--- src/bsm_pkg.sv ---
package bsm_pkg;

    // configuration port
    localparam int CFG_INDEX_BITS  = 2;
    localparam int CFG_DATA_BITS   = 11;
    localparam int WIDTH_REG_BITS  = 6;
    localparam int HEIGHT_REG_BITS = 11;

    localparam logic [CFG_INDEX_BITS-1:0] REG_IMAGE_WIDTH  = 2'd0;
    localparam logic [CFG_INDEX_BITS-1:0] REG_IMAGE_HEIGHT = 2'd1;

    // factors of three in the divisor
    localparam logic [1:0] THREES_NONE = 2'd0;
    localparam logic [1:0] THREES_ONE  = 2'd1;
    localparam logic [1:0] THREES_TWO  = 2'd2;

    typedef struct packed {
        logic [1:0] twos;
        logic [1:0] threes;
        logic       last_of_run;
        logic       frame_end;
    } t_ctl;

endpackage

--- src/bsm_if.sv ---
interface bsm_cfg_if;
    import bsm_pkg::*;

    logic                      valid;
    logic                      ready;
    logic [CFG_INDEX_BITS-1:0] index;
    logic [CFG_DATA_BITS-1:0]  data;

    modport source (output valid, output index, output data, input ready);
    modport sink   (input valid, input index, input data, output ready);
endinterface

interface bsm_pixel_if #(
    parameter int PIXEL_BITS = 8
);
    logic                  valid;
    logic                  ready;
    logic [PIXEL_BITS-1:0] pixel_in;

    modport source (output valid, output pixel_in, input ready);
    modport sink   (input valid, input pixel_in, output ready);
endinterface

interface bsm_result_if #(
    parameter int PIXEL_BITS = 8
);
    logic                  valid;
    logic                  ready;
    logic [PIXEL_BITS-1:0] smoothed_pixel;
    logic                  last_of_run;
    logic                  frame_end;

    modport source (output valid, output smoothed_pixel, output last_of_run,
                    output frame_end, input ready);
    modport sink   (input valid, input smoothed_pixel, input last_of_run,
                    input frame_end, output ready);
endinterface

--- src/bsm_front.sv ---
module bsm_front #(
    parameter int MAX_WIDTH  = 32,
    parameter int MAX_HEIGHT = 1024,
    parameter int PIXEL_BITS = 8
) (
    input  logic                  i_clk,
    input  logic                  i_rst_n,
    bsm_cfg_if.sink               i_cfg,
    bsm_pixel_if.sink             i_pix,
    output logic                  o_push_valid,
    input  logic                  i_push_ready,
    output logic [PIXEL_BITS+3:0] o_push_sum,
    output bsm_pkg::t_ctl         o_push_ctl
);
    import bsm_pkg::*;

    localparam int CW = (MAX_WIDTH > 1) ? $clog2(MAX_WIDTH) : 1;
    localparam int RW = (MAX_HEIGHT > 1) ? $clog2(MAX_HEIGHT) : 1;
    localparam int VW = PIXEL_BITS + 2;
    localparam int SW = PIXEL_BITS + 4;

    localparam logic S_RUN   = 1'b0;
    localparam logic S_FLUSH = 1'b1;

    localparam logic [1:0] BUF_A = 2'd0;
    localparam logic [1:0] BUF_B = 2'd1;
    localparam logic [1:0] BUF_C = 2'd2;

    // line buffers, roles rotate at each row end except the frame's last
    logic [PIXEL_BITS-1:0] r_buf_a [MAX_WIDTH];
    logic [PIXEL_BITS-1:0] r_buf_b [MAX_WIDTH];
    logic [PIXEL_BITS-1:0] r_buf_c [MAX_WIDTH];
    logic [PIXEL_BITS-1:0] r_rd_a, r_rd_b, r_rd_c;

    logic          r_state;
    logic [CW-1:0] r_col;
    logic [RW-1:0] r_row;
    logic [CW-1:0] r_last_col;
    logic [RW-1:0] r_last_row;
    logic [1:0]    r_rot;

    // column slot
    logic                  r_b_valid;
    logic                  r_b_phase;
    logic [PIXEL_BITS-1:0] r_b_pix;
    logic [CW-1:0]         r_b_col;
    logic [1:0]            r_b_up_sel;
    logic [1:0]            r_b_mid_sel;
    logic                  r_b_ua;
    logic                  r_b_dn;
    logic                  r_b_emit;
    logic                  r_b_flush;
    logic                  r_b_rowend;
    logic                  r_b_frame_last;
    logic [VW-1:0]         r_v1, r_v2;

    logic [1:0]                 above_sel, mid_sel;
    logic [PIXEL_BITS-1:0]      up_val, mid_val;
    logic [VW-1:0]              v;
    logic                       has_l1, has_l2, row_two, row_three;
    logic                       need1, need2, b_done, phase_set, slot_free;
    logic                       accept, fl_issue, issue, row_end, last_row;
    logic [SW-1:0]              e1_sum, e2_sum;
    t_ctl                       e1_ctl, e2_ctl;
    logic [WIDTH_REG_BITS-1:0]  cfg_w;
    logic [HEIGHT_REG_BITS-1:0] cfg_h;

    always_comb begin
        case (r_rot)
            BUF_B:   begin above_sel = BUF_C; mid_sel = BUF_A; end
            BUF_C:   begin above_sel = BUF_A; mid_sel = BUF_B; end
            default: begin above_sel = BUF_B; mid_sel = BUF_C; end
        endcase
    end

    always_comb begin
        case (r_b_up_sel)
            BUF_B:   up_val = r_rd_b;
            BUF_C:   up_val = r_rd_c;
            default: up_val = r_rd_a;
        endcase
        case (r_b_mid_sel)
            BUF_B:   mid_val = r_rd_b;
            BUF_C:   mid_val = r_rd_c;
            default: mid_val = r_rd_a;
        endcase
    end

    // vertical sum of the slot's column, then the horizontal window
    assign v = (r_b_ua ? VW'(up_val) : '0) + VW'(mid_val) + (r_b_dn ? VW'(r_b_pix) : '0);

    assign has_l1    = (r_b_col != '0);
    assign has_l2    = (r_b_col > CW'(1));
    assign row_two   = r_b_ua ^ r_b_dn;
    assign row_three = r_b_ua & r_b_dn;

    assign e1_sum = (has_l2 ? SW'(r_v2) : '0) + SW'(r_v1) + SW'(v);
    assign e2_sum = (has_l1 ? SW'(r_v1) : '0) + SW'(v);

    always_comb begin
        e1_ctl.twos        = {1'b0, row_two} + {1'b0, !has_l2};
        e1_ctl.threes      = {1'b0, row_three} + {1'b0, has_l2};
        e1_ctl.last_of_run = !r_b_rowend && !r_b_flush;
        e1_ctl.frame_end   = 1'b0;
        e2_ctl.twos        = {1'b0, row_two} + {1'b0, has_l1};
        e2_ctl.threes      = {1'b0, row_three};
        e2_ctl.last_of_run = r_b_flush || !r_b_frame_last;
        e2_ctl.frame_end   = r_b_flush;
    end

    assign need1     = r_b_emit && has_l1 && !r_b_phase;
    assign need2     = r_b_emit && r_b_rowend;
    assign b_done    = r_b_valid && (!(need1 || need2) || (i_push_ready && !(need1 && need2)));
    assign phase_set = r_b_valid && need1 && need2 && i_push_ready;
    assign slot_free = !r_b_valid || b_done;

    assign o_push_valid = r_b_valid && (need1 || need2);
    assign o_push_sum   = need1 ? e1_sum : e2_sum;
    assign o_push_ctl   = need1 ? e1_ctl : e2_ctl;

    assign i_pix.ready = (r_state == S_RUN) && slot_free;
    assign i_cfg.ready = 1'b1;

    assign accept   = i_pix.valid && i_pix.ready;
    assign fl_issue = (r_state == S_FLUSH) && slot_free;
    assign issue    = accept || fl_issue;
    assign row_end  = (r_col == r_last_col);
    assign last_row = (r_row == r_last_row);
    assign cfg_w    = i_cfg.data[WIDTH_REG_BITS-1:0];
    assign cfg_h    = i_cfg.data[HEIGHT_REG_BITS-1:0];

    always_ff @(posedge i_clk) begin
        if (accept) begin
            case (r_rot)
                BUF_B:   r_buf_b[r_col] <= i_pix.pixel_in;
                BUF_C:   r_buf_c[r_col] <= i_pix.pixel_in;
                default: r_buf_a[r_col] <= i_pix.pixel_in;
            endcase
        end
        if (issue) begin
            r_rd_a <= r_buf_a[r_col];
            r_rd_b <= r_buf_b[r_col];
            r_rd_c <= r_buf_c[r_col];
        end
    end

    always_ff @(posedge i_clk) begin
        if (accept) begin
            r_b_pix        <= i_pix.pixel_in;
            r_b_col        <= r_col;
            r_b_up_sel     <= above_sel;
            r_b_mid_sel    <= mid_sel;
            r_b_ua         <= (r_row > RW'(1));
            r_b_dn         <= 1'b1;
            r_b_emit       <= (r_row != '0);
            r_b_flush      <= 1'b0;
            r_b_rowend     <= row_end;
            r_b_frame_last <= row_end && last_row;
        end else if (fl_issue) begin
            r_b_pix        <= '0;
            r_b_col        <= r_col;
            r_b_up_sel     <= mid_sel;
            r_b_mid_sel    <= r_rot;
            r_b_ua         <= (r_row != '0);
            r_b_dn         <= 1'b0;
            r_b_emit       <= 1'b1;
            r_b_flush      <= 1'b1;
            r_b_rowend     <= row_end;
            r_b_frame_last <= 1'b0;
        end
        if (b_done) begin
            r_v2 <= r_v1;
            r_v1 <= v;
        end
    end

    always_ff @(posedge i_clk) begin
        if (!i_rst_n) begin
            r_state    <= S_RUN;
            r_col      <= '0;
            r_row      <= '0;
            r_last_col <= '0;
            r_last_row <= '0;
            r_rot      <= BUF_A;
            r_b_valid  <= 1'b0;
            r_b_phase  <= 1'b0;
        end else begin
            if (issue) begin
                r_b_valid <= 1'b1;
            end else if (b_done) begin
                r_b_valid <= 1'b0;
            end
            if (issue || b_done) begin
                r_b_phase <= 1'b0;
            end else if (phase_set) begin
                r_b_phase <= 1'b1;
            end

            case (r_state)
                S_RUN: begin
                    if (accept) begin
                        if (row_end) begin
                            r_col <= '0;
                            if (last_row) begin
                                r_state <= S_FLUSH;
                            end else begin
                                r_row <= RW'(r_row + 1'b1);
                                case (r_rot)
                                    BUF_A:   r_rot <= BUF_B;
                                    BUF_B:   r_rot <= BUF_C;
                                    default: r_rot <= BUF_A;
                                endcase
                            end
                        end else begin
                            r_col <= CW'(r_col + 1'b1);
                        end
                    end
                end
                S_FLUSH: begin
                    if (fl_issue) begin
                        if (row_end) begin
                            r_col   <= '0;
                            r_row   <= '0;
                            r_state <= S_RUN;
                        end else begin
                            r_col <= CW'(r_col + 1'b1);
                        end
                    end
                end
                default: r_state <= S_RUN;
            endcase

            if (i_cfg.valid && i_cfg.ready) begin
                case (i_cfg.index)
                    REG_IMAGE_WIDTH: begin
                        if (cfg_w == '0) begin
                            r_last_col <= '0;
                        end else if (32'(cfg_w) > MAX_WIDTH) begin
                            r_last_col <= CW'(MAX_WIDTH - 1);
                        end else begin
                            r_last_col <= CW'(cfg_w - 1'b1);
                        end
                        r_col <= '0;
                        r_row <= '0;
                    end
                    REG_IMAGE_HEIGHT: begin
                        if (cfg_h == '0) begin
                            r_last_row <= '0;
                        end else if (32'(cfg_h) > MAX_HEIGHT) begin
                            r_last_row <= RW'(MAX_HEIGHT - 1);
                        end else begin
                            r_last_row <= RW'(cfg_h - 1'b1);
                        end
                        r_col <= '0;
                        r_row <= '0;
                    end
                    default: ;
                endcase
            end
        end
    end

endmodule

--- src/bsm_queue.sv ---
module bsm_queue #(
    parameter int DATA_BITS = 18,
    parameter int DEPTH     = 4
) (
    input  logic                 i_clk,
    input  logic                 i_rst_n,
    input  logic                 i_valid,
    output logic                 o_ready,
    input  logic [DATA_BITS-1:0] i_data,
    output logic                 o_valid,
    input  logic                 i_ready,
    output logic [DATA_BITS-1:0] o_data
);
    localparam int PW = (DEPTH > 1) ? $clog2(DEPTH) : 1;

    logic [DATA_BITS-1:0] r_mem [DEPTH];
    logic [PW-1:0]        r_wp, r_rp;
    logic [PW:0]          r_cnt;
    logic                 push, pop;

    assign o_ready = (r_cnt != (PW+1)'(DEPTH));
    assign o_valid = (r_cnt != '0);
    assign o_data  = r_mem[r_rp];
    assign push    = i_valid && o_ready;
    assign pop     = o_valid && i_ready;

    always_ff @(posedge i_clk) begin
        if (push) begin
            r_mem[r_wp] <= i_data;
        end
    end

    always_ff @(posedge i_clk) begin
        if (!i_rst_n) begin
            r_wp  <= '0;
            r_rp  <= '0;
            r_cnt <= '0;
        end else begin
            if (push) begin
                r_wp <= (r_wp == PW'(DEPTH - 1)) ? '0 : PW'(r_wp + 1'b1);
            end
            if (pop) begin
                r_rp <= (r_rp == PW'(DEPTH - 1)) ? '0 : PW'(r_rp + 1'b1);
            end
            case ({push, pop})
                2'b10:   r_cnt <= (PW+1)'(r_cnt + 1'b1);
                2'b01:   r_cnt <= (PW+1)'(r_cnt - 1'b1);
                default: r_cnt <= r_cnt;
            endcase
        end
    end

endmodule

--- src/bsm_divide.sv ---
module bsm_divide #(
    parameter int PIXEL_BITS = 8
) (
    input  logic                  i_clk,
    input  logic                  i_rst_n,
    input  logic                  i_valid,
    output logic                  o_ready,
    input  logic [PIXEL_BITS+3:0] i_sum,
    input  bsm_pkg::t_ctl         i_ctl,
    bsm_result_if.source          o_res
);
    import bsm_pkg::*;

    localparam int SW = PIXEL_BITS + 4;
    localparam int PW = 2 * SW;
    localparam int K3 = SW + 1;
    localparam int K9 = SW + 3;
    // rounded-up reciprocals, exact for any sum below 2**SW
    localparam logic [SW-1:0] RECIP3 = SW'(((64'd1 << K3) + 64'd2) / 64'd3);
    localparam logic [SW-1:0] RECIP9 = SW'(((64'd1 << K9) + 64'd8) / 64'd9);

    logic [SW-1:0] x;
    logic [PW-1:0] prod;
    logic [PW-1:0] r_p;
    logic [1:0]    r_p_threes;
    logic          r_p_valid, r_p_last, r_p_fend;
    logic [PW-1:0] quot;
    logic          r_o_valid;
    logic          o_free, p_free;

    assign x = i_sum >> i_ctl.twos;

    always_comb begin
        case (i_ctl.threes)
            THREES_ONE: prod = PW'(x) * PW'(RECIP3);
            THREES_TWO: prod = PW'(x) * PW'(RECIP9);
            default:    prod = PW'(x);
        endcase
    end

    always_comb begin
        case (r_p_threes)
            THREES_ONE: quot = r_p >> K3;
            THREES_TWO: quot = r_p >> K9;
            default:    quot = r_p;
        endcase
    end

    assign o_free  = !r_o_valid || o_res.ready;
    assign p_free  = !r_p_valid || o_free;
    assign o_ready = p_free;
    assign o_res.valid = r_o_valid;

    always_ff @(posedge i_clk) begin
        if (i_valid && p_free) begin
            r_p        <= prod;
            r_p_threes <= i_ctl.threes;
            r_p_last   <= i_ctl.last_of_run;
            r_p_fend   <= i_ctl.frame_end;
        end
        if (r_p_valid && o_free) begin
            o_res.smoothed_pixel <= quot[PIXEL_BITS-1:0];
            o_res.last_of_run    <= r_p_last;
            o_res.frame_end      <= r_p_fend;
        end
    end

    always_ff @(posedge i_clk) begin
        if (!i_rst_n) begin
            r_p_valid <= 1'b0;
            r_o_valid <= 1'b0;
        end else begin
            if (p_free) begin
                r_p_valid <= i_valid;
            end
            if (o_free) begin
                r_o_valid <= r_p_valid;
            end
        end
    end

endmodule

--- src/box_smoother_3x3_edge_aware_unit.sv ---
// 3x3 mean filter over a raster stream of pixels. Each result is the floor of the mean of the
// pixel's neighbourhood, counting only neighbours inside the frame, so edges and corners divide
// by 6, 4, 3, 2 or 1. Results leave in raster order one row and one pixel behind the input, and
// the frame's last pixel flushes the whole bottom row; last_of_run marks the final word caused
// by an input pixel (for the last pixel, the end of its flush) and frame_end marks the
// bottom-right result. Writing either size register restarts the frame. Mid-row the block
// takes one pixel per cycle while the queue has room; a row-end pixel yields two words, and the
// frame's last pixel adds a flush, one line-buffer read per column. The divider behind the queue
// is a two-stage reciprocal multiply delivering one word per cycle while the output is ready.
module box_smoother_3x3_edge_aware_unit #(
    parameter int MAX_WIDTH  = 32,
    parameter int MAX_HEIGHT = 1024,
    parameter int PIXEL_BITS = 8
) (
    input  logic          i_clk,
    input  logic          i_rst_n,
    bsm_cfg_if.sink       i_cfg,
    bsm_pixel_if.sink     i_pix,
    bsm_result_if.source  o_res
);
    import bsm_pkg::*;

    localparam int SW         = PIXEL_BITS + 4;
    localparam int FIFO_DEPTH = 4;
    localparam int QW         = SW + $bits(t_ctl);
    localparam logic [SW-1:0] SUM_MAX = SW'(9 * ((1 << PIXEL_BITS) - 1));

    logic          push_valid, push_ready;
    logic [SW-1:0] push_sum;
    t_ctl          push_ctl;
    logic          pop_valid, pop_ready;
    logic [QW-1:0] pop_data;
    logic [SW-1:0] pop_sum;
    t_ctl          pop_ctl;

    bsm_front #(
        .MAX_WIDTH  (MAX_WIDTH),
        .MAX_HEIGHT (MAX_HEIGHT),
        .PIXEL_BITS (PIXEL_BITS)
    ) u_front (
        .i_clk        (i_clk),
        .i_rst_n      (i_rst_n),
        .i_cfg        (i_cfg),
        .i_pix        (i_pix),
        .o_push_valid (push_valid),
        .i_push_ready (push_ready),
        .o_push_sum   (push_sum),
        .o_push_ctl   (push_ctl)
    );

    bsm_queue #(
        .DATA_BITS (QW),
        .DEPTH     (FIFO_DEPTH)
    ) u_queue (
        .i_clk   (i_clk),
        .i_rst_n (i_rst_n),
        .i_valid (push_valid),
        .o_ready (push_ready),
        .i_data  ({push_sum, push_ctl}),
        .o_valid (pop_valid),
        .i_ready (pop_ready),
        .o_data  (pop_data)
    );

    assign pop_sum = pop_data[QW-1 -: SW];
    assign pop_ctl = pop_data[$bits(t_ctl)-1:0];

    bsm_divide #(
        .PIXEL_BITS (PIXEL_BITS)
    ) u_divide (
        .i_clk   (i_clk),
        .i_rst_n (i_rst_n),
        .i_valid (pop_valid),
        .o_ready (pop_ready),
        .i_sum   (pop_sum),
        .i_ctl   (pop_ctl),
        .o_res   (o_res)
    );

    a_frame_end_closes_run: assert property (@(posedge i_clk) disable iff (!i_rst_n)
        o_res.valid && o_res.frame_end |-> o_res.last_of_run)
        else $error("frame end word without last_of_run");

    a_divisor_shape: assert property (@(posedge i_clk) disable iff (!i_rst_n)
        push_valid |-> ({1'b0, push_ctl.twos} + {1'b0, push_ctl.threes} <= 3'd2))
        else $error("neighbourhood divisor outside 1..9 set");

    a_sum_range: assert property (@(posedge i_clk) disable iff (!i_rst_n)
        push_valid |-> (push_sum <= SUM_MAX))
        else $error("neighbourhood sum out of range");

endmodule
--- src/flat_wrapper.sv ---
// flat-port wrapper written by rule: the top's interface ports become plain ports
module box_smoother_3x3_edge_aware_unit_flat import bsm_pkg::*;
#(
    parameter int MAX_WIDTH  = 32,
    parameter int MAX_HEIGHT = 1024,
    parameter int PIXEL_BITS = 8
)
  (i_clk, i_rst_n, i_cfg_valid, i_cfg_index, i_cfg_data, i_cfg_ready, i_pix_valid, i_pix_pixel_in, i_pix_ready, o_res_valid, o_res_smoothed_pixel, o_res_last_of_run, o_res_frame_end, o_res_ready);
  bsm_cfg_if i_cfg_i ();
  bsm_pixel_if #(.PIXEL_BITS(PIXEL_BITS)) i_pix_i ();
  bsm_result_if #(.PIXEL_BITS(PIXEL_BITS)) o_res_i ();
  input  logic i_clk;
  input  logic i_rst_n;
  input wire logic [$bits(i_cfg_i.valid)-1:0] i_cfg_valid;
  input wire logic [$bits(i_cfg_i.index)-1:0] i_cfg_index;
  input wire logic [$bits(i_cfg_i.data)-1:0] i_cfg_data;
  output wire logic [$bits(i_cfg_i.ready)-1:0] i_cfg_ready;
  input wire logic [$bits(i_pix_i.valid)-1:0] i_pix_valid;
  input wire logic [$bits(i_pix_i.pixel_in)-1:0] i_pix_pixel_in;
  output wire logic [$bits(i_pix_i.ready)-1:0] i_pix_ready;
  output wire logic [$bits(o_res_i.valid)-1:0] o_res_valid;
  output wire logic [$bits(o_res_i.smoothed_pixel)-1:0] o_res_smoothed_pixel;
  output wire logic [$bits(o_res_i.last_of_run)-1:0] o_res_last_of_run;
  output wire logic [$bits(o_res_i.frame_end)-1:0] o_res_frame_end;
  input wire logic [$bits(o_res_i.ready)-1:0] o_res_ready;
  assign i_cfg_i.valid = i_cfg_valid;
  assign i_cfg_i.index = i_cfg_index;
  assign i_cfg_i.data = i_cfg_data;
  assign i_cfg_ready = i_cfg_i.ready;
  assign i_pix_i.valid = i_pix_valid;
  assign i_pix_i.pixel_in = i_pix_pixel_in;
  assign i_pix_ready = i_pix_i.ready;
  assign o_res_valid = o_res_i.valid;
  assign o_res_smoothed_pixel = o_res_i.smoothed_pixel;
  assign o_res_last_of_run = o_res_i.last_of_run;
  assign o_res_frame_end = o_res_i.frame_end;
  assign o_res_i.ready = o_res_ready;
  box_smoother_3x3_edge_aware_unit #(.MAX_WIDTH(MAX_WIDTH), .MAX_HEIGHT(MAX_HEIGHT), .PIXEL_BITS(PIXEL_BITS)) u_core (.i_clk(i_clk), .i_rst_n(i_rst_n), .i_cfg(i_cfg_i), .i_pix(i_pix_i), .o_res(o_res_i));
endmodule
--- config.mk ---
export PLATFORM = sky130hd
export DESIGN_NAME = box_smoother_3x3_edge_aware_unit_flat
export DESIGN_NICKNAME = d
export VERILOG_FILES = /design/src/bsm_pkg.sv /design/src/bsm_if.sv /design/src/bsm_front.sv /design/src/bsm_queue.sv /design/src/bsm_divide.sv /design/src/box_smoother_3x3_edge_aware_unit.sv /design/src/flat_wrapper.sv
export SDC_FILE = /design/constraint.sdc
export NUM_CORES = 1
export LEC_CHECK = 0
export BUFFER_PORTS_ARGS = -buffer_cell sky130_fd_sc_hd__clkbuf_2
export CAP_MARGIN = 20
export CORE_MARGIN = 2
export CORE_UTILIZATION = 25
export DETAILED_ROUTE_END_ITERATION = 16
export SYNTH_ARGS = -nofsm -noshare
export SYNTH_HDL_FRONTEND = slang
export SYNTH_SLANG_ARGS = --single-unit
--- constraint.sdc ---
create_clock -name i_clk -period 9.3 [get_ports i_clk]
set_clock_uncertainty 0.2 [all_clocks]
set_input_delay 0.465 -clock i_clk [delete_from_list [all_inputs] [get_ports i_clk]]
set_output_delay 0.465 -clock i_clk [all_outputs]
set_load 0.01 [all_outputs]
## Word-level counts from Yosys, hierarchy flattened

Memories as Yosys holds them, arrays and structs flattened. A register that Yosys moved wholly into a read port is not among the register bits.
Index checks and enable logic that the tools add are counted.

| word-level totals | value |
|---|---|
| flip-flop bits (word level) | 124 |
| memory bits (writable) | 840 |
| input port bits | 26 |
| output and inout port bits | 13 |
| logic and storage cells | 205 |
| memories kept | 4 |

| cells by class | value |
|---|---|
| add/subtract/negate cells | 16 |
| multiply operators | 2 |
| $lt $le $gt $ge | 4 |
| equal/unequal tests | 18 |
| shifts and indexed selects | 1 |
| multiplexer cells | 71 |
| bitwise gates (word level) | 5 |
| reductions and logical operators | 52 |

Memory list:

| memory | words | width | read ports | clocked after Yosys merged registers in | wr ports | line | RTL |
|---|---|---|---|---|---|---|---|
| u_core.u_front.r_buf_a | 32 | 8 | 1 | 1 | 1 | bsm_front.sv:30 | `logic [PIXEL_BITS-1:0] r_buf_a [MAX_WIDTH];` |
| u_core.u_front.r_buf_b | 32 | 8 | 1 | 1 | 1 | bsm_front.sv:31 | `logic [PIXEL_BITS-1:0] r_buf_b [MAX_WIDTH];` |
| u_core.u_front.r_buf_c | 32 | 8 | 1 | 1 | 1 | bsm_front.sv:32 | `logic [PIXEL_BITS-1:0] r_buf_c [MAX_WIDTH];` |
| u_core.u_queue.r_mem | 4 | 18 | 1 | 1 | 1 | bsm_queue.sv:16 | `logic [DATA_BITS-1:0] r_mem [DEPTH];` |

Operator list:

| kind | number |
|---|---|
| 10-bit 2-to-1 mux | 11 |
| 8-bit case mux with 2 select lines | 3 |
| 12-bit by 12-bit multiplier with 23-bit output, second input constant | 2 |
| 23-bit case mux with 2 select lines | 1 |
| 5-bit 2-to-1 mux | 9 |
| 8-bit 2-to-1 mux | 4 |
| 1-bit 2-to-1 mux | 26 |
| 10-bit by 10-bit adder with 11-bit output | 2 |
| 10-bit by 8-bit adder with 10-bit output | 2 |
| 10-bit case mux with 2 select lines | 1 |
| 1-bit logical AND | 18 |
| 2-bit == test, second input constant | 8 |
| 2-bit 2-to-1 mux | 8 |
| 2-bit by 1-bit == test with 1-bit output, second input constant | 7 |
| 11-bit by 10-bit adder with 12-bit output | 1 |
| 12-bit 2-to-1 mux | 1 |
| 2-bit case mux with 2 select lines | 3 |
| 12-bit by 2-bit >> shifter with 12-bit output | 1 |
| 11-bit greater-than comparator, second input constant | 1 |
| 11-bit logical NOT | 1 |
| 10-bit by 1-bit adder with 10-bit output, second input constant | 1 |
| 10-bit == test | 1 |
| 10-bit by 1-bit greater-than comparator with 1-bit output, second input constant | 1 |
| 1-bit logical NOT | 10 |
| other kinds (28) | 46 |

## Longest topological paths before layout

Gate-level depths: netlist of the first run.

| logic depth | value |
|---|---|
| word-level depth | 15 |
| gate-level depth with buffers | 24 |
| depth with buffers taken out | 23 |

## By module

From an unflattened synthesis of the first run, not the netlist that was laid out.

| unflattened totals | value |
|---|---|
| cell total of the unflattened synthesis | 2810 |
| area total of the unflattened synthesis | 45389.8 µm² |

Modules (own cells, without submodules):

| module | instances | cells an instance | area each (µm²) | sequential area each (µm²) |
|---|---|---|---|---|
| bsm_front | 1 | 2002 | 35756.8 | 25754.7 |
| bsm_divide | 1 | 658 | 6535.0 | 1001.0 |
| bsm_queue | 1 | 150 | 3098.0 | 2342.2 |

## Worst setup path before layout of the first run

No wires, ideal clock.

| timing path | value |
|---|---|
| path type | flip-flop to flip-flop |
| start point | register (tool-made name) |
| end point | register u_core.u_divide.r_p[18] (data pin) |
| setup time | 152 ps |
| arrival | 6147 ps |
| required time | 8948 ps |
| slack | 2801 ps |
| cell stages (with the launch flop) | 22 |
| buffers on the path | 2 |
| period minus slack after synthesis | 6499 ps |
| path through | dfxtp_1 buf_2 mux4_2 buf_2 mux2i_1 mux2i_1 fa_1 ha_1 inv_1 fa_1 inv_1 fa_1 inv_1 fa_1 inv_1 ha_1 o21ai_0 or2_2 o211ai_1 o21ai_0 or3b_2 a31oi_1 |

RTL lines:

| what | line | RTL |
|---|---|---|
| end signal: assignment | bsm_divide.sv:56 | `r_p <= prod;` |
| end: declaration | bsm_divide.sv:24 | `logic [PW-1:0] r_p;` |

==> results of run 1 <==
-- repair_timing --
item | CTS | global route
hold buffers | 17 | 1
hold endpoints to repair | 43 | 20
endpoints found under the setup margin | 0 | 0
-- final cells by class --
cell class,count,area [sq um]
tap,2355,2947
sequential,985,29110
clock inverter,66,753.2
inverter,200,750.7
clock buffer,117,2566
fill,17747,127200
timing repair buffer,92,728.2
multi-input combinational,1439,14800
-- cell families after synthesis --
kind of cell / share of synthesized area
adders and majority gates: 0.09824
buffers and inverters: 0.02720
and+or+nand+nor: 0.04859
muxes: 0.1135
DFF: 0.6454
other: 0.00008318
AOI/OAI and AO/OA: 0.05179
xor gates and xnor gates: 0.01515
-- cell usage in the layout (no fill, tap or decap), types with 10 or more instances in the layout --
master                          netlist  final
sky130_fd_sc_hd__fa_1                92     92
sky130_fd_sc_hd__nand4_1             36     36
sky130_fd_sc_hd__a211oi_1            13     13
sky130_fd_sc_hd__a21oi_1             61     60
sky130_fd_sc_hd__nor3_1              13     12
sky130_fd_sc_hd__buf_4                1     40
sky130_fd_sc_hd__o31ai_1             10     10
sky130_fd_sc_hd__nor2b_1             34     33
sky130_fd_sc_hd__clkbuf_1            79     17
sky130_fd_sc_hd__clkbuf_2             0     29
sky130_fd_sc_hd__xnor2_1             49     49
sky130_fd_sc_hd__a22oi_1            121    121
sky130_fd_sc_hd__bufinv_16            0     13
sky130_fd_sc_hd__nor2_1             168    166
sky130_fd_sc_hd__a21o_1              15     15
sky130_fd_sc_hd__clkinv_2             0     18
sky130_fd_sc_hd__clkinv_1             0     21
sky130_fd_sc_hd__inv_1              200    200
sky130_fd_sc_hd__dlygate4sd3_1        0     18
sky130_fd_sc_hd__ha_1               206    206
sky130_fd_sc_hd__dfxtp_1             48     46
sky130_fd_sc_hd__o21ai_0             75     75
sky130_fd_sc_hd__nand3_1             19     19
sky130_fd_sc_hd__mux2i_1             31     31
sky130_fd_sc_hd__and2_1              35     35
sky130_fd_sc_hd__edfxtp_1           937    937
sky130_fd_sc_hd__xor2_1              29     29
sky130_fd_sc_hd__clkbuf_16            0    100
sky130_fd_sc_hd__mux4_2             210    210
sky130_fd_sc_hd__nand2_1            107    107
-- routing by layer --
metal | up-vias | share of wire | routed length [um]
met4 | 2 | 0.028 | 2903
met1 | 12348 | 0.44 | 44980
met3 | 159 | 0.050 | 5211
met2 | 669 | 0.49 | 50160
met5 | - | 0.00012 | 12
li1 | 10703 | - | -
-- state kept, by name, indices dropped and copies added, names as in the netlist, 3 cells and up, named ones only --
name / flops
u_core.u_front.r_v1: 10
u_core.u_front.r_b_col: 5
u_core.u_front.r_v2: 10
u_core.u_divide.r_p: 18
u_core.u_front.r_col: 5
u_core.u_front.r_buf_a: 256
u_core.u_front.r_rd_a: 8
u_core.u_queue.r_cnt: 3
u_core.u_front.r_last_col: 5
u_core.u_front.r_row: 10
u_core.u_front.r_rd_c: 8
u_core.u_front.r_b_pix: 8
u_core.u_queue.r_mem: 72
u_core.u_front.r_buf_c: 256
u_core.u_front.r_last_row: 10
u_core.u_front.r_buf_b: 256
u_core.u_divide.o_res.smoothed_pixel: 8
u_core.u_front.r_rd_b: 8
-- worst max path at each step --
stage,cells past startpoint,to,slack [ns]
final,21,u_core.u_divide.r_p[19],2.28
after global routing,20,u_core.u_divide.r_p[18],1.97
after CTS,19,u_core.u_divide.r_p[18],1.91
after detailed placement,19,u_core.u_divide.r_p[18],1.95
after global placement,19,u_core.u_divide.r_p[18],1.94
after floorplan,21,u_core.u_divide.r_p[18],2.80
-- worst max-delay path: cells and delay by family (launching register included) --
kind                       cells  cell delay, ns
muxes                          3            1.10
DFF                            1            0.69
AOI/OAI and AO/OA              5            1.39
buffers and inverters          6            0.78
xor gates and xnor gates       1            0.18
adders and majority gates      6            2.37
-- per-stage QoR --
step / utilization / hold slack (ns) / cell area, sq um
floorplan: - / 0.2003 / 45080
global placement: 0.2689 / 0.2164 / 48080
detailed placement: 0.2689 / 0.2265 / 48080
CTS: 0.2884 / 0.003642 / 51570
global route: 0.2888 / 0.06061 / 51650
finish: 0.2888 / 0.06221 / 51650
==> results.md, run 1 <==
- The flow ran to the end, and the final reports show no timing, DRC or antenna violations.
- The total global-route track usage is 0.1117.
- The endpoint identified for the worst register-to-register timing path is u_core.u_divide.r_p[19].
- The total vias in the final route is 23881.
- Counting every instance in the synthesized netlist gives 2741.
- The startpoint identified for the worst hold timing path is i_pix_pixel_in[3].
- Summed over all failing endpoints, the final setup total negative slack is 0 ns.
- Timing analysis after detailed placement gives a worst setup slack of 1.948 ns.
- The via count of the first global-routing pass is 24871.
- The number of flip-flops and latches in the synthesized netlist is 985.
- The number of vias per cell is 4.545.
- The first global-routing pass estimated 157.2 mm of wire.
- After synthesis, the netlist uses 63 different library cells.
- In the final layout, the share of cells above drive strength 1 is 0.1576.
- The time the final worst path needs with I/O delays and setup is 7.015 ns.
- The growth of design area from synthesis to finish is 14.55%.
- Clock latency on the worst-skew pair, taken at its later pin, is 0.72 ns.
- The met3 track utilization from global routing is 0.01809.
- The met2 demand-to-capacity share in global routing is 0.1849.
- Once routing completed, OpenROAD measured the worst setup slack at 2.285 ns.
- met2 is the most crowded layer.
- The endpoint of the worst hold path is u_core.u_front.r_buf_b[1][3].
- The number of cells on the worst reg-to-reg path is 21.
- The count of max-cap constraint violations is 0.
- Headroom to the max-slew limit came out at 0.2630.
- The die covers 183700 sq um.
- Along the worst hold path, the cell count comes to 1.
- After synthesis, the cell types taking the most area are sky130_fd_sc_hd__edfxtp_1, sky130_fd_sc_hd__mux4_2, sky130_fd_sc_hd__ha_1.
- After clock tree synthesis, the setup repair step added 0 buffers.
- The library cell appearing most often on the critical path is sky130_fd_sc_hd__inv_1.
- The critical path class is register to register.
- Clock-pin slew was measured on the worst setup and hold paths at 0.06 ns.
- The final weighted congestion in routability-driven placement is 0.8190.
- At the pin with the least slew margin, the transition time is 1.105 ns.
- The initial antenna violation count is 2.
- The number of nets in the layout is 3140.
- The worst setup path is launched from a register.
- The root buffer cell is sky130_fd_sc_hd__clkbuf_16.
- The proportion of synthesized flip-flops having asynchronous set or reset is 0.
- The slowest stage of the critical path is the sky130_fd_sc_hd__dfxtp_1 cell.
- Along the worst path, the maximum fanout reaches 10.
- The number of buffers between clock root and the deepest sink is 3.
- STA puts the critical path data required time at 9.48 ns.
- The worst setup path is captured at a register.
- The floorplan step set the die width to 428.7 um.
- Buffers inserted during clock tree synthesis total 98.
- CTS saw 985 sinks.
- The count of unresolved DRC violations after routing is 0.
- Traced cell by cell, the critical path runs through buf_4 > mux4_2 > mux2i_1 > mux2_2 > inv_1 > ha_1 > ha_1 > inv_1 > fa_1 > inv_1 > fa_1 > inv_1 > fa_1 > inv_1 > ha_1 > a2111oi_0 > o21ai_0 > a21oi_1 > a21oi_1 > xnor2_1 > o22ai_1.
- The number of hold violations in the final report is 0.
- The final-report setup violation count is 0.
- For this run, global-route usage on met1 was measured as 0.1491.
- The worst hold path belongs to the class primary input to register.
- When the netlist entered floorplanning its net count stood at 3065.
- The library cell with the highest instance count after synthesis is sky130_fd_sc_hd__edfxtp_1.
- The register-to-register setup slack is 2.28 ns.
- In the synthesized netlist the dominant register cell turns out to be sky130_fd_sc_hd__edfxtp_1.
- The first routing iteration left 2009 violations.
- The final count of pins violating max slew came to 0.
- During synthesis, Yosys emitted a total of 0 warnings.
- The total wire length after detailed routing is 103.3 mm.
- After clock tree synthesis, the repair step resized 0 gates.
- The die is 428.7 um tall.
- The maximum number of pins on one net before global-route repair is 128.
- The peak per-stage delay on the critical path is 0.69 ns.
- After synthesis, the mean cell area works out to 16.45 sq um.
- The number of placed cells counting well taps is 5049.
- In the final routed layout, each cell accounts on average for 19.66 um.
- The proportion of netlist area held by the largest area contributor is 0.6241.
- The register area share after synthesis is 0.6454.
- The count of buffers from port buffering is 37.
- The filler-free cell count of the finished design is 5254.
- The number of enable flip-flop cells after synthesis is 937.
- The number of nets with antenna violations after routing is 0.
- Setup repair after global routing left no endpoint under its margin.
- The share of the clock period used by the worst path after layout is 0.7543.
- The CTS tree is yes.
- The most area-hungry cell type in the Yosys netlist is sky130_fd_sc_hd__edfxtp_1.
- Detailed placement finished with a half-perimeter wire length of 67.17 mm.
- The synthesized netlist occupies a cell area of 45080 sq um.
- The core box area is 178800 sq um.
- The remaining global-route overflow is 0.
- For this design the top-level I/O count stands at 39.
- The first detailed-routing pass ran for 5 iterations.
- STA puts the critical path data arrival time at 7.19 ns.
- The repair_antennas step left the layout with diodes totalling 0.
- The commonest cells after synthesis are sky130_fd_sc_hd__edfxtp_1, sky130_fd_sc_hd__mux4_2, sky130_fd_sc_hd__ha_1, sky130_fd_sc_hd__inv_1, sky130_fd_sc_hd__nor2_1.
- The site row count is 155.
- In this run the number of H-tree levels came out at 3.
- The initial utilization of the core area, before any placement, comes to 0.2521.
- Derived from the worst setup path, the maximum achievable clock frequency is 142.5 MHz.
Power of run 1 is not shown: default switching activity piles up to over one toggle a cycle in this logic, so the estimate is an artifact.
==> run 2, diff against run 1 <==
==> constraint.sdc (replaced) <==
create_clock -name i_clk -period 6.9 [get_ports i_clk]
set_clock_uncertainty 0.2 [all_clocks]
set_input_delay 0.345 -clock i_clk [delete_from_list [all_inputs] [get_ports i_clk]]
set_output_delay 0.345 -clock i_clk [all_outputs]
set_load 0.01 [all_outputs]
==> run 2 against run 1 <==
First-iteration DRC count is 11% higher. Die area stayed put. Sequential share of layout area grew 0.21 points. Sequential cell count is the same. Final area shrank 0.36%. Global-route usage fell by 0.19 points.
==> results.md, run 2 (synthesis results as in run 1) <==
- The first global-routing pass estimated 155.2 mm of wire.
- Together, buffers and inverters on the worst path number 6.
- For this run, global-route usage on met3 was measured as 0.01941.
- Subtracting the final worst setup slack from the clock period gives 6.412 ns.
- The floorplan step set the die width to 428.7 um.
- The detail-routed net length per standard cell is 19.58 um.
- The floorplan step defined a die boundary enclosing 183700 sq um.
- The total vias in the final route is 23927.
- Of the cells placed in the final design, the portion with a size suffix greater than 1 is 0.1558.
- In the global route stage, overall resource usage came out at 0.1098.
- The latest clock arrival within the worst-skew pair is 0.71 ns.
- After floorplanning, the core was divided into 155 placement rows.
- The via count of the first global-routing pass was 24375.
- For met2 alone, demand over resource in global routing was 0.1812.
- The number of hold violations in the final report is 0.
- The count of buffers from port buffering is 37.
- The number of vias per cell is 4.551.
- The clock passes through at most 3 buffers.
- The count of unresolved DRC violations after routing is 0.
- The initial core utilization is 0.2521.
- After clock tree synthesis, the clock-pin slew on the worst setup and hold paths is 0.07 ns.
- The type of origin of the critical path is a register.
- Walking the worst path, the cells encountered are buf_4 > mux4_2 > nor2b_1 > a211oi_1 > a21oi_1 > buf_4 > fa_1 > ha_1 > inv_1 > fa_1 > inv_1 > fa_1 > inv_1 > fa_1 > inv_1 > ha_1 > o21ai_0 > or2_2 > o211ai_1 > o21ai_0 > or3b_2 > a31oi_1.
- The growth of design area from synthesis to finish is 14.14%.
- The critical path class is register to register.
- The HPWL reported at the end of detailed placement is 66.74 mm.
- The number of nets in the layout is 3151.
- In this run the worst hold path is classified as primary input to register.
- STA classifies the critical path endpoint as a register.
- TritonCTS built the clock tree.
- The maximum number of pins on one net before global-route repair is 103.
- The initial antenna violation count came to 5.
- Along the worst path, the maximum fanout reaches 8.
- The total negative setup slack is 0 ns.
- The global routing usage on met1 is 0.1471.
- The total wire length after detailed routing is 103.0 mm.
- Summed over all layers, the global routing overflow is 0.
- For the pin with the worst max-slew slack, the measured transition is 1.154 ns.
- The first TritonRoute pass finished after 5 iterations.
- The tree is rooted in a sky130_fd_sc_hd__clkbuf_16.
- Setup repair after global routing left no endpoint under its margin.
- The share of the clock period used by the worst path after layout is 0.9293.
- The die is 428.7 um tall.
- 39 I/O pins were placed.
- The critical path's top delay family is adder cells.
- The worst relative slew slack is 0.2292.
- Setup violations remaining at the end of the flow were counted as 0.
- The number of nets with antenna violations after routing is 0.
- met2 is the most crowded layer.
- In the final layout, the registers with the most flip-flops are u_core.u_front.r_buf_a x256, u_core.u_front.r_buf_b x256, u_core.u_front.r_buf_c x256.
- The total area inside the core boundary comes to 178800 sq um.
- The final count of pins violating max slew is 0.
- The flow ran to the end, and the final reports show no timing, DRC or antenna violations.
- The final weighted congestion in routability-driven placement is 0.8076.
- Leaving out fill and tap cells, the most frequent cell in the layout is sky130_fd_sc_hd__edfxtp_1.
- The number of inserted filler cells in the final layout is 17742.
- Leaving out fill and tap cells, the most frequent cells in the layout are sky130_fd_sc_hd__edfxtp_1, sky130_fd_sc_hd__mux4_2, sky130_fd_sc_hd__ha_1.
- The H-tree level count is 3.
- For this design, the slowest cell found on the critical path is sky130_fd_sc_hd__mux4_2.
- STA puts the critical path data arrival time at 6.74 ns.
- STA puts the critical path data required time at 7.23 ns.
- Buffers inserted during clock tree synthesis total 95.
- The detailed router's first-iteration violation count is 2235.
- The count of max-cap constraint violations is 0.
- The peak per-stage delay on the critical path is 0.52 ns.
- For this run, the top clock speed supported by timing is 156.0 MHz.
- The count of clock tree sinks is 985.
[run 2: cell types whose count changed in the layout (fill, tap and decap cells not counted), moves of 2 or more]
| cell | before | now |
|---|---|---|
| sky130_fd_sc_hd__buf_4 | 40 | 43 |
| sky130_fd_sc_hd__bufinv_16 | 13 | 4 |
| sky130_fd_sc_hd__clkbuf_1 | 17 | 27 |
| sky130_fd_sc_hd__clkbuf_16 | 100 | 95 |
| sky130_fd_sc_hd__clkinv_1 | 21 | 15 |
| sky130_fd_sc_hd__clkinv_2 | 18 | 16 |
| sky130_fd_sc_hd__clkinv_8 | 0 | 2 |
| sky130_fd_sc_hd__dlygate4sd3_1 | 18 | 27 |
| sky130_fd_sc_hd__inv_6 | 4 | 2 |
| sky130_fd_sc_hd__mux2i_1 | 31 | 29 |
[run 2: path summary, 6_finish.rpt]
check	slack, ns	to	cells after the start	start
worst max-delay path	0.49	u_core.u_divide.r_p[18]	22	register
worst min-delay path	0.04	u_core.u_front.r_last_row[3]	5	i_cfg_index[1]
worst max register to register	0.49	u_core.u_divide.r_p[18]	22	register
worst min register to register	0.22	u_core.u_divide.o_res.frame_end	0	u_core.u_divide.r_p_fend
[run 2: worst min-delay path: cells and delay by family]
| kind | cells | cell delay, ns |
|---|---|---|
| and+or+nand+nor | 4 | 0.45 |
| buffers and inverters | 1 | 0.08 |
[run 2: layer usage]
metal  vias up  part of all wire  wire, um
li1      10735                 -         -
met1     12395              0.44     45340
met2       631              0.48     49430
met3       162             0.053      5475
met4         4             0.026      2704
met5         -           0.00025        26
[run 2: area by class of cell]
cell class / count / area (sq um) / area share
Timing Repair Buffer: 106 / 879.6 / 0.01709
Clock buffer: 122 / 2479 / 0.04817
Inverter: 200 / 750.7 / 0.01459
Clock inverter: 50 / 474.2 / 0.009215
Multi-Input combinational cell: 1439 / 14820 / 0.2880
Antenna cell: 1 / 2.502 / 0.00004863
Tap cell: 2355 / 2947 / 0.05726
Sequential cell: 985 / 29110 / 0.5656
[run 2: stage by stage]
step | hold WS [ns] | area [sq um] | setup slack [ns] | cells | util
6_report | 0.04301 | 51460 | 0.4880 | 5258 | 0.2878
5_1_grt | 0.07913 | 51460 | 0.09284 | 5257 | 0.2878
4_1_cts | 0.001675 | 51320 | 0.003566 | 5249 | 0.2870
3_5_place_dp | 0.2102 | 48110 | 0.02239 | 5052 | 0.2691
3_3_place_gp | 0.2140 | 48110 | 0.04840 | 5052 | 0.2691
2_1_floorplan | 0.2003 | 45080 | 0.4009 | 2741 | -
[run 2: timing repair]
item                                   in CTS  in global routing
gates resized for setup                     1                  5
setup endpoints to repair                   1                  5
endpoints found under the hold margin     109                 64
setup buffers                               0                  2
hold buffers                               25                  2
Power of run 2 is left out for the same reason.
==> run 3, diff against run 2 <==
--- a/config.mk
+++ b/config.mk
@@ -10,6 +10,7 @@
 export CORE_MARGIN = 2
 export CORE_UTILIZATION = 25
 export DETAILED_ROUTE_END_ITERATION = 16
+export RECOVER_POWER = 50
 export SYNTH_ARGS = -nofsm -noshare
 export SYNTH_HDL_FRONTEND = slang
 export SYNTH_SLANG_ARGS = --single-unit
==> run 3 against run 2 <==
Count of clock-buffer cells in the layout unchanged. Hold slack is essentially flat. Cell count is essentially flat. Critical path depth did not move. Wire length hardly changed. Non-clock buffer count did not move. Largest cell class unchanged. Register-to-register slack about the same. Sequential share of layout area grew 0.21 points. Global-route usage unchanged. The flow now finishes with violations (capacitance limit, slew limit). First-iteration DRC count down 2.7%.
==> results.md, run 3 (synthesis results as in run 1) <==
- The flow ran to the end, but the final reports show violations.
- The final reports fail on capacitance limit, slew limit.
- The total negative setup slack is 0 ns.
- The count of clock tree sinks is 985.
- The total global-route track usage is 0.1098.
- The count of buffers from port buffering is 37.
- The number of nets with antenna violations after routing is 0.
- The largest registers in the layout are u_core.u_front.r_buf_a x256, u_core.u_front.r_buf_b x256, u_core.u_front.r_buf_c x256.
- In the final layout, the share of cells above drive strength 1 is 0.1409.
- The CTS tree is yes.
- At the pin with the least slew margin, the transition time is 4.500 ns.
- The length of the first detailed-routing pass in iterations is 5.
- The most common cell after layout, fill and taps aside is sky130_fd_sc_hd__edfxtp_1.
- In the layout the commonest cells are sky130_fd_sc_hd__edfxtp_1, sky130_fd_sc_hd__mux4_2, sky130_fd_sc_hd__ha_1.
- Setup repair after global routing left no endpoint under its margin.
- The worst relative slew slack is -2.000.
- The total wire length after detailed routing is 102.9 mm.
- The summed area of non-filler cells in the final layout is 51260 sq um.
- Along the worst hold path, the cell count comes to 5.
- The number of buffers between clock root and the deepest sink is 3.
- At the later pin of the worst-skew pair, clock insertion delay measures 0.71 ns.
- The worst register-to-register path has a depth of 22.
- The endpoint class of the critical path is a register.
- The total inserted antenna cells is 0.
- The initial core utilization is 0.2521.
- Data arrives at the worst endpoint at 6.74 ns.
- The number of hold violations in the final report is 0.
- The final count of pins violating max slew is 916.
- The worst hold-check path type is primary input to register.
- The floorplan step defined a die boundary enclosing 183700 sq um.
- The CTS clock-pin slew for the worst setup and hold paths is 0.07 ns.
- The initial antenna violation count is 5.
- The die extent in x is 428.7 um.
- The site row count is 155.
- The count of unresolved DRC violations after routing is 0.
- Entering global routing, the biggest net connects 103 pins.
- The core box area is 178800 sq um.
- The highest net fanout along the worst path is 8.
- The number of inserted filler cells in the final layout is 17778.
- CTS placed an instance of sky130_fd_sc_hd__clkbuf_16 at the clock tree root.
- The detail-routed net length per standard cell is 19.58 um.
- Across the run, the number of max-cap violations was 15.
- The number of nets in the layout is 3151.
- The data required time at the worst endpoint is 7.23 ns.
- The global-route wire length before repair is 155.2 mm.
- The congestion estimate from routability-driven global placement came to 0.8076.
- In this run the cell area measured after placement is 48110 sq um.
- The number of ports placed on the die boundary is 39.
- The via count of the first global-routing pass is 24375.
- The time the final worst path needs with I/O delays and setup is 6.412 ns.
- Of the available clock period, the critical path in the final layout requires 0.9293.
- Clock tree synthesis inserted a total of 95 buffers.
- The HPWL after detailed placement is 66.74 mm.
- The number of vias per cell is 4.524.
- The worst setup path is launched from a register.
- The total vias in the final route is 23785.
- Global routing finished with a remaining overflow of 0.
- The core occupancy in the finished layout is 0.2867.
- Setup violations remaining at the end of the flow were counted as 0.
- The highest achievable clock rate is 156.0 MHz.
- The growth of design area from synthesis to finish is 13.70%.
- The critical path is of the register to register type.
- For this block, the initial DRC count from the detailed router was 2175.
- The H-tree level count is 3.
- The overall die height is 428.7 um.
[run 3: changes by cell type in the layout (fill, tap and decap cells not counted), sizes merged]
cell / delta
clkbuf: +21
diode: -1
buf: -21
[run 3: repair_timing]
item,4_1_cts,5_1_grt
hold buffers,25,2
setup endpoints to repair,1,5
resized for setup,1,5
pin swaps,0,0
setup buffers,0,2
hold endpoints to repair,109,64
[run 3: worst paths after layout]
kind                            start                         endpoint  slack [ns]
min reg2reg  u_core.u_divide.r_p_fend  u_core.u_divide.o_res.frame_end        0.22
max reg2reg                  register          u_core.u_divide.r_p[18]        0.49
min                    i_cfg_index[1]     u_core.u_front.r_last_row[3]        0.04
max                          register          u_core.u_divide.r_p[18]        0.49
[run 3: cell type report]
type | count | area [sq um] | area share
inverter | 200 | 750.7 | 0.01465
sequential | 985 | 29100 | 0.5677
clock inverter | 50 | 474.2 | 0.009251
multi-input combinational | 1439 | 14780 | 0.2884
timing repair buffer | 106 | 725.7 | 0.01416
tap | 2355 | 2947 | 0.05748
clock buffer | 122 | 2479 | 0.04835
[run 3: worst max-delay path, stage by stage, from the launching register on]
cell and delay, ns:
sky130_fd_sc_hd__dfxtp_2 0.39, sky130_fd_sc_hd__buf_4 0.19, sky130_fd_sc_hd__mux4_2 0.52, sky130_fd_sc_hd__nor2b_1 0.14, sky130_fd_sc_hd__a211oi_1 0.21, sky130_fd_sc_hd__a21oi_1 0.08, sky130_fd_sc_hd__buf_4 0.22, sky130_fd_sc_hd__fa_1 0.47
sky130_fd_sc_hd__ha_1 0.32, sky130_fd_sc_hd__inv_1 0.06, sky130_fd_sc_hd__fa_1 0.50, sky130_fd_sc_hd__inv_1 0.05, sky130_fd_sc_hd__fa_1 0.50, sky130_fd_sc_hd__inv_1 0.05, sky130_fd_sc_hd__fa_1 0.47, sky130_fd_sc_hd__inv_1 0.04
sky130_fd_sc_hd__ha_1 0.35, sky130_fd_sc_hd__o21ai_0 0.11, sky130_fd_sc_hd__or2_2 0.29, sky130_fd_sc_hd__o211ai_1 0.28, sky130_fd_sc_hd__o21ai_0 0.17, sky130_fd_sc_hd__or3b_2 0.46, sky130_fd_sc_hd__a31oi_1 0.18
[run 3: metrics by stage]
step | hold WS [ns] | setup WS (ns) | std cells
3_3_place_gp | 0.2140 | 0.04840 | 5052
4_1_cts | 0.001675 | 0.003566 | 5249
3_5_place_dp | 0.2102 | 0.02239 | 5052
5_1_grt | 0.07913 | 0.09284 | 5257
6_report | 0.04303 | 0.4880 | 5257
2_1_floorplan | 0.2003 | 0.4009 | 2741
[run 3: routing by layer]
layer	global-route usage	up-vias	share of wire	wire length, um
li1	-	10736	-	-
met5	0	-	0.00025	26
met2	0.1812	612	0.48	49480
met3	0.01941	158	0.052	5383
met1	0.1471	12275	0.44	45300
met4	0.03319	4	0.027	2729
Power of run 3 is left out for the same reason.
